File: config.mk
export PLATFORM = sky130hd
export DESIGN_NAME = ssp_proj
export DESIGN_NICKNAME = d
export VERILOG_FILES = /design/src/hdl/ssp_pkg.sv /design/src/hdl/ssp_div.sv /design/src/hdl/ssp_proj.sv
export SDC_FILE = /design/constraint.sdc
export NUM_CORES = 2
export LEC_CHECK = 0
export BUFFER_PORTS_ARGS = -buffer_cell sky130_fd_sc_hd__buf_4
export CAP_MARGIN = 20
export CORE_MARGIN = 8
export CORE_UTILIZATION = 45
export CTS_BUF_LIST = sky130_fd_sc_hd__clkbuf_16
export DETAILED_ROUTE_END_ITERATION = 10
export PLACE_DENSITY = 0.62
export SYNTH_ARGS = -nofsm -noshare
export SYNTH_HDL_FRONTEND = slang
export SYNTH_SLANG_ARGS = --single-unit
File: constraint.sdc
create_clock -name clk -period 6.2 [get_ports clk]
set_input_delay 0.31 -clock clk [delete_from_list [all_inputs] [get_ports clk]]
set_output_delay 0.31 -clock clk [all_outputs]
set_load 0.005 [all_outputs]
File: src/hdl/ssp_pkg.sv
// ----------------------------------------------------------------------------
// ssp_pkg: shared types and helpers for the sprite screen projection
// Request/result payloads, camera register set, register indexes and the
// 16-bit saturation helpers used by the transform and projection stages.
// ----------------------------------------------------------------------------
package ssp_pkg;

	// Register index port width and register indexes
	localparam int CFG_IDX_W = 3;

	typedef enum logic [CFG_IDX_W-1:0] {
		CFG_PLAYER_X   = 3'd0,
		CFG_PLAYER_Y   = 3'd1,
		CFG_VIEW_DIR_X = 3'd2,
		CFG_VIEW_DIR_Y = 3'd3,
		CFG_PLANE_X    = 3'd4,
		CFG_PLANE_Y    = 3'd5
	} cfg_idx_t;

	// 16-bit signed limits
	localparam logic signed [15:0] S16_MAX = 16'sh7FFF;
	localparam logic signed [15:0] S16_MIN = 16'sh8000;

	// Request payload: sprite position, Q8.8
	typedef struct packed {
		logic signed [15:0] sprite_x;
		logic signed [15:0] sprite_y;
	} req_t;

	// Result payload
	typedef struct packed {
		logic               visible;
		logic signed [15:0] depth;
		logic signed [15:0] center_column;
		logic [14:0]        sprite_size;
		logic [14:0]        first_column;
		logic signed [15:0] end_column;
		logic [8:0]         first_row;
		logic [9:0]         end_row;
	} res_t;

	// Camera register set: positions Q8.8, direction and plane Q2.14
	typedef struct packed {
		logic signed [15:0] player_x;
		logic signed [15:0] player_y;
		logic signed [15:0] view_dir_x;
		logic signed [15:0] view_dir_y;
		logic signed [15:0] plane_x;
		logic signed [15:0] plane_y;
	} cam_cfg_t;

	localparam cam_cfg_t CAM_CFG_RESET = '{
		player_x:   16'sd0,
		player_y:   16'sd0,
		view_dir_x: 16'sd16384,
		view_dir_y: 16'sd0,
		plane_x:    16'sd0,
		plane_y:    16'sd10813
	};

	// Camera-space position handed from the transform to the projection
	typedef struct packed {
		logic               valid;
		logic               det_zero;
		logic signed [15:0] tx;
		logic signed [15:0] ty;
	} xform_t;

	// Saturate a 17-bit signed value to 16 bits
	function automatic logic signed [15:0] sat16(logic signed [16:0] v);
		logic signed [15:0] r;
		if (v[16] != v[15]) begin
			r = v[16] ? S16_MIN : S16_MAX;
		end else begin
			r = v[15:0];
		end
		return r;
	endfunction

	// Apply the sign to an unsigned quotient and saturate to 16 bits
	function automatic logic signed [15:0] sign_sat16(logic [15:0] quo, logic ovf, logic neg);
		logic signed [15:0] r;
		if (neg) begin
			if (ovf || quo > 16'h8000) begin
				r = S16_MIN;
			end else begin
				r = $signed(-quo);
			end
		end else begin
			if (ovf || quo[15]) begin
				r = S16_MAX;
			end else begin
				r = $signed(quo);
			end
		end
		return r;
	endfunction

endpackage

File: src/hdl/ssp_div.sv
// ----------------------------------------------------------------------------
// ssp_div: pipelined restoring divider
// Unsigned num / den, one quotient bit per stage, QUO_W stages. Flags an
// overflow when the quotient does not fit in QUO_W bits. A sideband word and
// a valid bit travel with each operand pair.
// ----------------------------------------------------------------------------
module ssp_div #(
	parameter int NUM_W  = 32,
	parameter int DEN_W  = 16,
	parameter int QUO_W  = 16,
	parameter int SIDE_W = 1
) (
	input  logic              clk,
	input  logic              arst_n,
	input  logic              adv,
	input  logic              in_valid,
	input  logic [NUM_W-1:0]  num,
	input  logic [DEN_W-1:0]  den,
	input  logic [SIDE_W-1:0] side_in,
	output logic              out_valid,
	output logic [QUO_W-1:0]  quo,
	output logic              ovf,
	output logic [SIDE_W-1:0] side_out
);

	localparam int REM_W = (NUM_W > DEN_W + QUO_W) ? NUM_W : DEN_W + QUO_W;

	logic              vld_s  [QUO_W];
	logic [QUO_W-1:0]  quo_s  [QUO_W];
	logic              ovf_s  [QUO_W];
	logic [SIDE_W-1:0] side_s [QUO_W];
	logic [REM_W-1:0]  rem_s  [QUO_W-1];
	logic [DEN_W-1:0]  den_s  [QUO_W-1];

	for (genvar i = 0; i < QUO_W; i++) begin : g_stage
		localparam int QBIT = QUO_W - 1 - i;

		logic              vld_in;
		logic [REM_W-1:0]  rem_in;
		logic [DEN_W-1:0]  den_in;
		logic [QUO_W-1:0]  quo_in;
		logic              ovf_in;
		logic [SIDE_W-1:0] side_w;
		logic [REM_W-1:0]  trial;
		logic              take;
		logic [QUO_W-1:0]  quo_nxt;

		if (i == 0) begin : g_head
			// first stage also checks whether the quotient fits
			assign vld_in = in_valid;
			assign rem_in = REM_W'(num);
			assign den_in = den;
			assign quo_in = '0;
			assign ovf_in = (REM_W'(num) >= (REM_W'(den) << QUO_W));
			assign side_w = side_in;
		end else begin : g_body
			assign vld_in = vld_s[i-1];
			assign rem_in = rem_s[i-1];
			assign den_in = den_s[i-1];
			assign quo_in = quo_s[i-1];
			assign ovf_in = ovf_s[i-1];
			assign side_w = side_s[i-1];
		end

		// try to subtract the shifted divisor
		always_comb begin
			trial         = REM_W'(den_in) << QBIT;
			take          = (rem_in >= trial);
			quo_nxt       = quo_in;
			quo_nxt[QBIT] = take;
		end

		always_ff @(posedge clk or negedge arst_n) begin
			if (!arst_n) begin
				vld_s[i] <= 1'b0;
			end else if (adv) begin
				vld_s[i] <= vld_in;
			end
		end

		always_ff @(posedge clk) begin
			if (adv) begin
				quo_s[i]  <= quo_nxt;
				ovf_s[i]  <= ovf_in;
				side_s[i] <= side_w;
			end
		end

		// remainder and divisor are needed only by later stages
		if (i < QUO_W - 1) begin : g_carry
			always_ff @(posedge clk) begin
				if (adv) begin
					rem_s[i] <= take ? (rem_in - trial) : rem_in;
					den_s[i] <= den_in;
				end
			end
		end
	end

	assign out_valid = vld_s[QUO_W-1];
	assign quo       = quo_s[QUO_W-1];
	assign ovf       = ovf_s[QUO_W-1];
	assign side_out  = side_s[QUO_W-1];

endmodule

File: src/hdl/ssp_proj.sv
// ----------------------------------------------------------------------------
// ssp_proj: screen projection
// From tx and ty computes the centre column and the sprite size with two
// pipelined dividers, then the one-sided clamped column and row bounds.
// ----------------------------------------------------------------------------
module ssp_proj #(
	parameter int SCREEN_WIDTH  = 1024,
	parameter int SCREEN_HEIGHT = 768
) (
	input  logic            clk,
	input  logic            arst_n,
	input  logic            adv,
	input  ssp_pkg::xform_t xf,
	output logic            last_vld,
	output ssp_pkg::res_t   res_nxt
);

	localparam int HW_W   = $clog2(SCREEN_WIDTH / 2 + 1) + 1;
	localparam int PROD_W = 17 + HW_W;
	localparam int SZ_NUM = SCREEN_HEIGHT * 256;
	localparam int SZ_W   = $clog2(SZ_NUM + 1);

	localparam logic signed [HW_W-1:0] HW_C     = HW_W'(SCREEN_WIDTH / 2);
	localparam logic signed [17:0]     HALF_H_C = 18'(SCREEN_HEIGHT / 2);
	localparam logic signed [17:0]     H_MAX_C  = 18'(SCREEN_HEIGHT - 1);
	localparam logic signed [17:0]     W_MAX_C  = 18'(SCREEN_WIDTH - 1);

	logic                     vld_s22, dz_s22;
	logic signed [16:0]       sum_s22;
	logic signed [15:0]       ty_s22;

	logic                     vld_s23, dz_s23;
	logic signed [PROD_W-1:0] prod_s23;
	logic signed [15:0]       ty_s23;

	logic                     vld_s24, neg_s24, vis_s24;
	logic [PROD_W-1:0]        mag_s24;
	logic [14:0]              den_s24;
	logic signed [15:0]       depth_s24;

	logic                     vld_s41, vis_s41;
	logic signed [15:0]       center_s41, depth_s41;
	logic [14:0]              size_s41;

	logic                     c_vld;
	logic [15:0]              qc, qs;
	logic                     ovc, ovs;
	logic [16:0]              c_side;
	logic                     s_side;

	logic signed [17:0]       half, sx, ex, sy, ey;
	logic signed [17:0]       sx_c, ex_c, sy_c, ey_c;

	// valid bits
	always_ff @(posedge clk or negedge arst_n) begin
		if (!arst_n) begin
			vld_s22 <= 1'b0;
			vld_s23 <= 1'b0;
			vld_s24 <= 1'b0;
			vld_s41 <= 1'b0;
		end else if (adv) begin
			vld_s22 <= xf.valid;
			vld_s23 <= vld_s22;
			vld_s24 <= vld_s23;
			vld_s41 <= c_vld;
		end
	end

	// centre numerator: (W/2) * (ty + tx)
	always_ff @(posedge clk) begin
		if (adv) begin
			sum_s22  <= 17'(xf.tx) + 17'(xf.ty);
			ty_s22   <= xf.ty;
			dz_s22   <= xf.det_zero;
			prod_s23 <= sum_s22 * HW_C;
			ty_s23   <= ty_s22;
			dz_s23   <= dz_s22;
		end
	end

	// sign and magnitude, visibility, reported depth
	always_ff @(posedge clk) begin
		if (adv) begin
			mag_s24   <= prod_s23[PROD_W-1] ? PROD_W'(-prod_s23) : PROD_W'(prod_s23);
			neg_s24   <= prod_s23[PROD_W-1];
			den_s24   <= ty_s23[14:0];
			vis_s24   <= !dz_s23 && !ty_s23[15] && (ty_s23 != 16'sd0);
			depth_s24 <= dz_s23 ? 16'sd0 : ty_s23;
		end
	end

	ssp_div #(
		.NUM_W  (PROD_W),
		.DEN_W  (15),
		.QUO_W  (16),
		.SIDE_W (17)
	) u_div_center (
		.clk       (clk),
		.arst_n    (arst_n),
		.adv       (adv),
		.in_valid  (vld_s24),
		.num       (mag_s24),
		.den       (den_s24),
		.side_in   ({neg_s24, depth_s24}),
		.out_valid (c_vld),
		.quo       (qc),
		.ovf       (ovc),
		.side_out  (c_side)
	);

	ssp_div #(
		.NUM_W  (SZ_W),
		.DEN_W  (15),
		.QUO_W  (16),
		.SIDE_W (1)
	) u_div_size (
		.clk       (clk),
		.arst_n    (arst_n),
		.adv       (adv),
		.in_valid  (vld_s24),
		.num       (SZ_W'(SZ_NUM)),
		.den       (den_s24),
		.side_in   (vis_s24),
		.out_valid (),
		.quo       (qs),
		.ovf       (ovs),
		.side_out  (s_side)
	);

	// saturate centre and size
	always_ff @(posedge clk) begin
		if (adv) begin
			center_s41 <= ssp_pkg::sign_sat16(qc, ovc, c_side[16]);
			depth_s41  <= c_side[15:0];
			size_s41   <= (ovs || qs[15]) ? 15'h7FFF : qs[14:0];
			vis_s41    <= s_side;
		end
	end

	// clamp bounds on one side each and assemble the result
	always_comb begin
		half = 18'(size_s41 >> 1);
		sy   = HALF_H_C - half;
		ey   = HALF_H_C + half;
		sx   = 18'(center_s41) - half;
		ex   = 18'(center_s41) + half;
		sy_c = sy[17] ? 18'sd0 : sy;
		ey_c = (ey > H_MAX_C) ? H_MAX_C : ey;
		sx_c = sx[17] ? 18'sd0 : sx;
		ex_c = (ex > W_MAX_C) ? W_MAX_C : ex;

		res_nxt       = '0;
		res_nxt.depth = depth_s41;
		if (vis_s41) begin
			res_nxt.visible       = 1'b1;
			res_nxt.center_column = center_s41;
			res_nxt.sprite_size   = size_s41;
			res_nxt.first_column  = sx_c[14:0];
			res_nxt.end_column    = ex_c[15:0];
			res_nxt.first_row     = sy_c[8:0];
			res_nxt.end_row       = ey_c[9:0];
		end
	end

	assign last_vld = vld_s41;

endmodule

==> results.ini <==
[critical_path]
rr_worst_depth = 11
r2r_slack_ps = 2250
path_max_fanout = 10
timing.rr.end = u_div_center.rem_s[0][247]$_DFFE_PP_
critical_path_required_ps = 5890
r2r_start = u_div_center.den_s[0][104]$_DFFE_PP_
worstSetupPathType = flop to primary output
crit_arrival_ps = 4980
critPathLaunchType = flop
critPathCaptureType = primary output

[sta]
post-route-period-util = 0.853
finalClockSkew_ps = 59.9
tns_ps = 0
drv_slew = 0
fin_ws_ps = 913
finalHoldViolCount = 0
rsz0062_at_grt = no
timing.final.crit_period_ps = 5290
fmax_mhz = 189
maxSlewHeadroom = 0.247
worst_pin_slew_ps = 1120
setup_viol = 0

[clocking]
numClockSinks = 1716
cts_resized = 0
ctsHoldBuffers = 42
cts_buffers = 182
cts_root_buffer = clkbuf_16
clock_latency_ps = 840
cts_tree = yes
path_clk_slew_ps = 70
htreeDepth = 4
cts_post_setup_buffers_inserted = 0
clock_path_buffers = 3

[detailed_routing]
drt.antenna.violating_nets = 0
drt_pass1_iterations = 6
via_count = 53600
wl_per_cell_um = 19.9
initialDrtViolationCount = 4100
viasPerCell = 5.41
drc = 0
wl_um = 197000

[placed_design]
port_buffers = 135
gp_congestion = 0.896
dp_hpwl_um = 148000
placedCellCount = 9527
place_ws_ps = 1860

[finish]
drive_gt1_frac = 0.0836
final_cells = 9906
area_growth_pct = 12.6
final_util = 0.510
nNetsFinal = 7835
fillers = 16200

[run]
drv_cap = 0

[yosys]
synthTopCellsByArea = edfxtp_1 59%, ha_1 7.6%, xnor2_1 3.4%, xor2_1 2.6%, a21oi_1 2.6%
ys_warn_count = 0
ys_seq_area_frac = 0.598
synth_top_family_by_area = simple AND/OR/NAND/NOR gates
syn-instance-count = 6955
synth_area_sq_um = 86000
synth-adder-area-share = 0.0833
synth_compound_area_frac = 0.106
synthMuxAreaShare = 0.0156
yosys.area.top_type_share = 0.592
synth_seq_cells = 1716
yosys.area_share.simple = 0.112
async_flop_share = 0.0117
synth_top_cell_by_area = edfxtp_1
synthXorXnorAreaFrac = 0.0599
synth.avg_cell_area_sq_um = 12.4
synth-edff-count = 1696
yosysUniqueCellTypes = 93
synthFlopType = edfxtp_1

[worst_hold_path]
min_from = adv
hold-path-endpoint = u_div_center.side_s[0][117]$_DFFE_PP_
hold_path.class = input pin to flop
hold_depth = 1

[grt]
grt_pass1_wl_um = 303000
grt_start_max_net_pins = 192
grt-busiest-layer = met2
grt_use_met3 = 0.0248
grt_use_met1 = 0.245
gr-total-overflow = 0
met2_usage = 0.317
grt_antenna_before_repair = 5
grt_pass1_vias = 52600
grt_util_all_layers = 0.187

[power_and_ir_drop]
pwr_density_cell_nw_per_um2 = 400
p_leak_nw = 36.6
ir_worst_vdd_v = 0.000263
finalPower_mw = 38.7

[die]
rows = 160
pin_count = 136
die_area_sq_um = 205000
fp.dieH_um = 453
core-area_sq_um = 190000
die_x_um = 453
initial_core_util = 0.453

[outcome]
status = finished clean

[placed cells by master, fill, tap and decap left out, types with 20 or more instances in the layout]
master / instances
clkbuf_16: 183
a211oi_1: 42
a21oi_1: 444
ha_1: 521
nor2b_1: 106
o21ai_1: 81
inv_1: 465
mux2_2: 77
nand2_1: 445
o21a_1: 67
nand4_1: 79
or3_1: 78
nor4_1: 74
edfxtp_1: 1696
fa_1: 32
o31ai_1: 47
nand3_1: 114
or4_1: 34
nand2b_1: 90
nor3_1: 172
dlygate4sd3_1: 42
buf_4: 168
o211ai_1: 28
bufinv_16: 23
nor2_1: 548
mux2_1: 28
o21ai_0: 316
and3_1: 31
xor2_1: 256
a31oi_1: 48
and2_1: 45
a21o_1: 140
clkinv_1: 37
xnor2_1: 332
o21bai_1: 34
or2_2: 26
dfrtp_1: 20
clkinv_2: 38
and4_1: 20
[cell families (layout without fill, tap and decap cells)]
group,count (synthesis),count (layout)
adder cells (fa/ha/maj),553,553
AND/OR/NAND/NOR,1949,1949
buffers and inverters,567,1005
XOR/XNOR,588,588
AO/OA/AOI/OAI,1460,1460
other,1,3
flip-flops,1716,1716
multiplexers,121,121
[layout make-up]
cell class                 count  area (sq um)  share of cell area
sequential                  1716         51400               0.531
multi-input combinational   4673         32500               0.335
clock buffer                 183          4580              0.0473
tap                         2511          3140              0.0325
timing repair buffer         220          1860              0.0192
inverter                     452          1700              0.0175
clock inverter               150          1640              0.0169
antenna                        1          2.50           0.0000258
[critical path, stage by stage (launching register included)]
cell	delay, ps
edfxtp_1	490
inv_1	320
ha_1	310
nor2b_1	180
o211ai_1	190
a211oi_1	590
a21oi_1	240
a21oi_1	210
xor2_1	220
nand3_1	110
nor3_1	860
a31oi_1	210
buf_4	200
[state kept, by name (all words and copies together) (netlist names), 17 cells and up]
| name | count |
|---|---|
| u_div_size.quo_s | 136 |
| u_div_center.side_s | 272 |
| prod_s23 | 17 |
| u_div_center.quo_s | 136 |
| u_div_center.rem_s | 366 |
| u_div_size.rem_s | 345 |
| sum_s22 | 17 |
| u_div_center.den_s | 225 |
| mag_s24 | 19 |
[Yosys cell counts (85+ instances only)]
cell         n
edfxtp_1  1696
nor2_1     549
ha_1       521
nand2_1    445
a21oi_1    444
inv_1      443
xnor2_1    332
o21ai_0    316
xor2_1     256
nor3_1     173
a21o_1     140
nand3_1    114
nor2b_1    106
clkbuf_1   102
nand2b_1    90
o21ai_1     85
[routing by layer]
layer / routed length [um] / vias to the layer above / part of all wire
met5: 11 / - / 0.000056
met1: 87500 / 25600 / 0.44
li1: - / 26400 / -
met3: 8190 / 326 / 0.042
met4: 7860 / 2 / 0.040
met2: 93500 / 1221 / 0.47
[power by group]
part	internal (mW)	switching [mW]	leakage [nW]
logic	4.73	5.93	17.0
registers	15.6	1.51	16.5
clock network	6.40	4.62	3.09
total	26.7	12.1	36.6
[worst max-delay path by stage]
| stage | slack [ps] | endpoint | cells after the start | from |
|---|---|---|---|---|
| finish | 910 | res_nxt[22] | 12 | size_s41[2]$_SDFFCE_PP1P_ |
| detailed placement | 1860 | res_nxt[19] | 12 | size_s41[2]$_SDFFCE_PP1P_ |
| global placement | 1920 | res_nxt[23] | 12 | size_s41[2]$_SDFFCE_PP1P_ |
| floorplan | 2720 | res_nxt[40] | 14 | center_s41[0]$_DFFE_PP_ |
| CTS | 880 | res_nxt[19] | 12 | size_s41[2]$_SDFFCE_PP1P_ |
| global route | 590 | res_nxt[27] | 12 | size_s41[2]$_SDFFCE_PP1P_ |
[per-stage QoR]
stage / cell area [sq um] / hold WS (ps)
floorplan: 86000 / 14.4
global placement: 90100 / 196
detailed placement: 90100 / 202
CTS: 96800 / 44.4
global route: 96800 / 113
finish: 96800 / 128
Power figures use the tool's default switching activity.
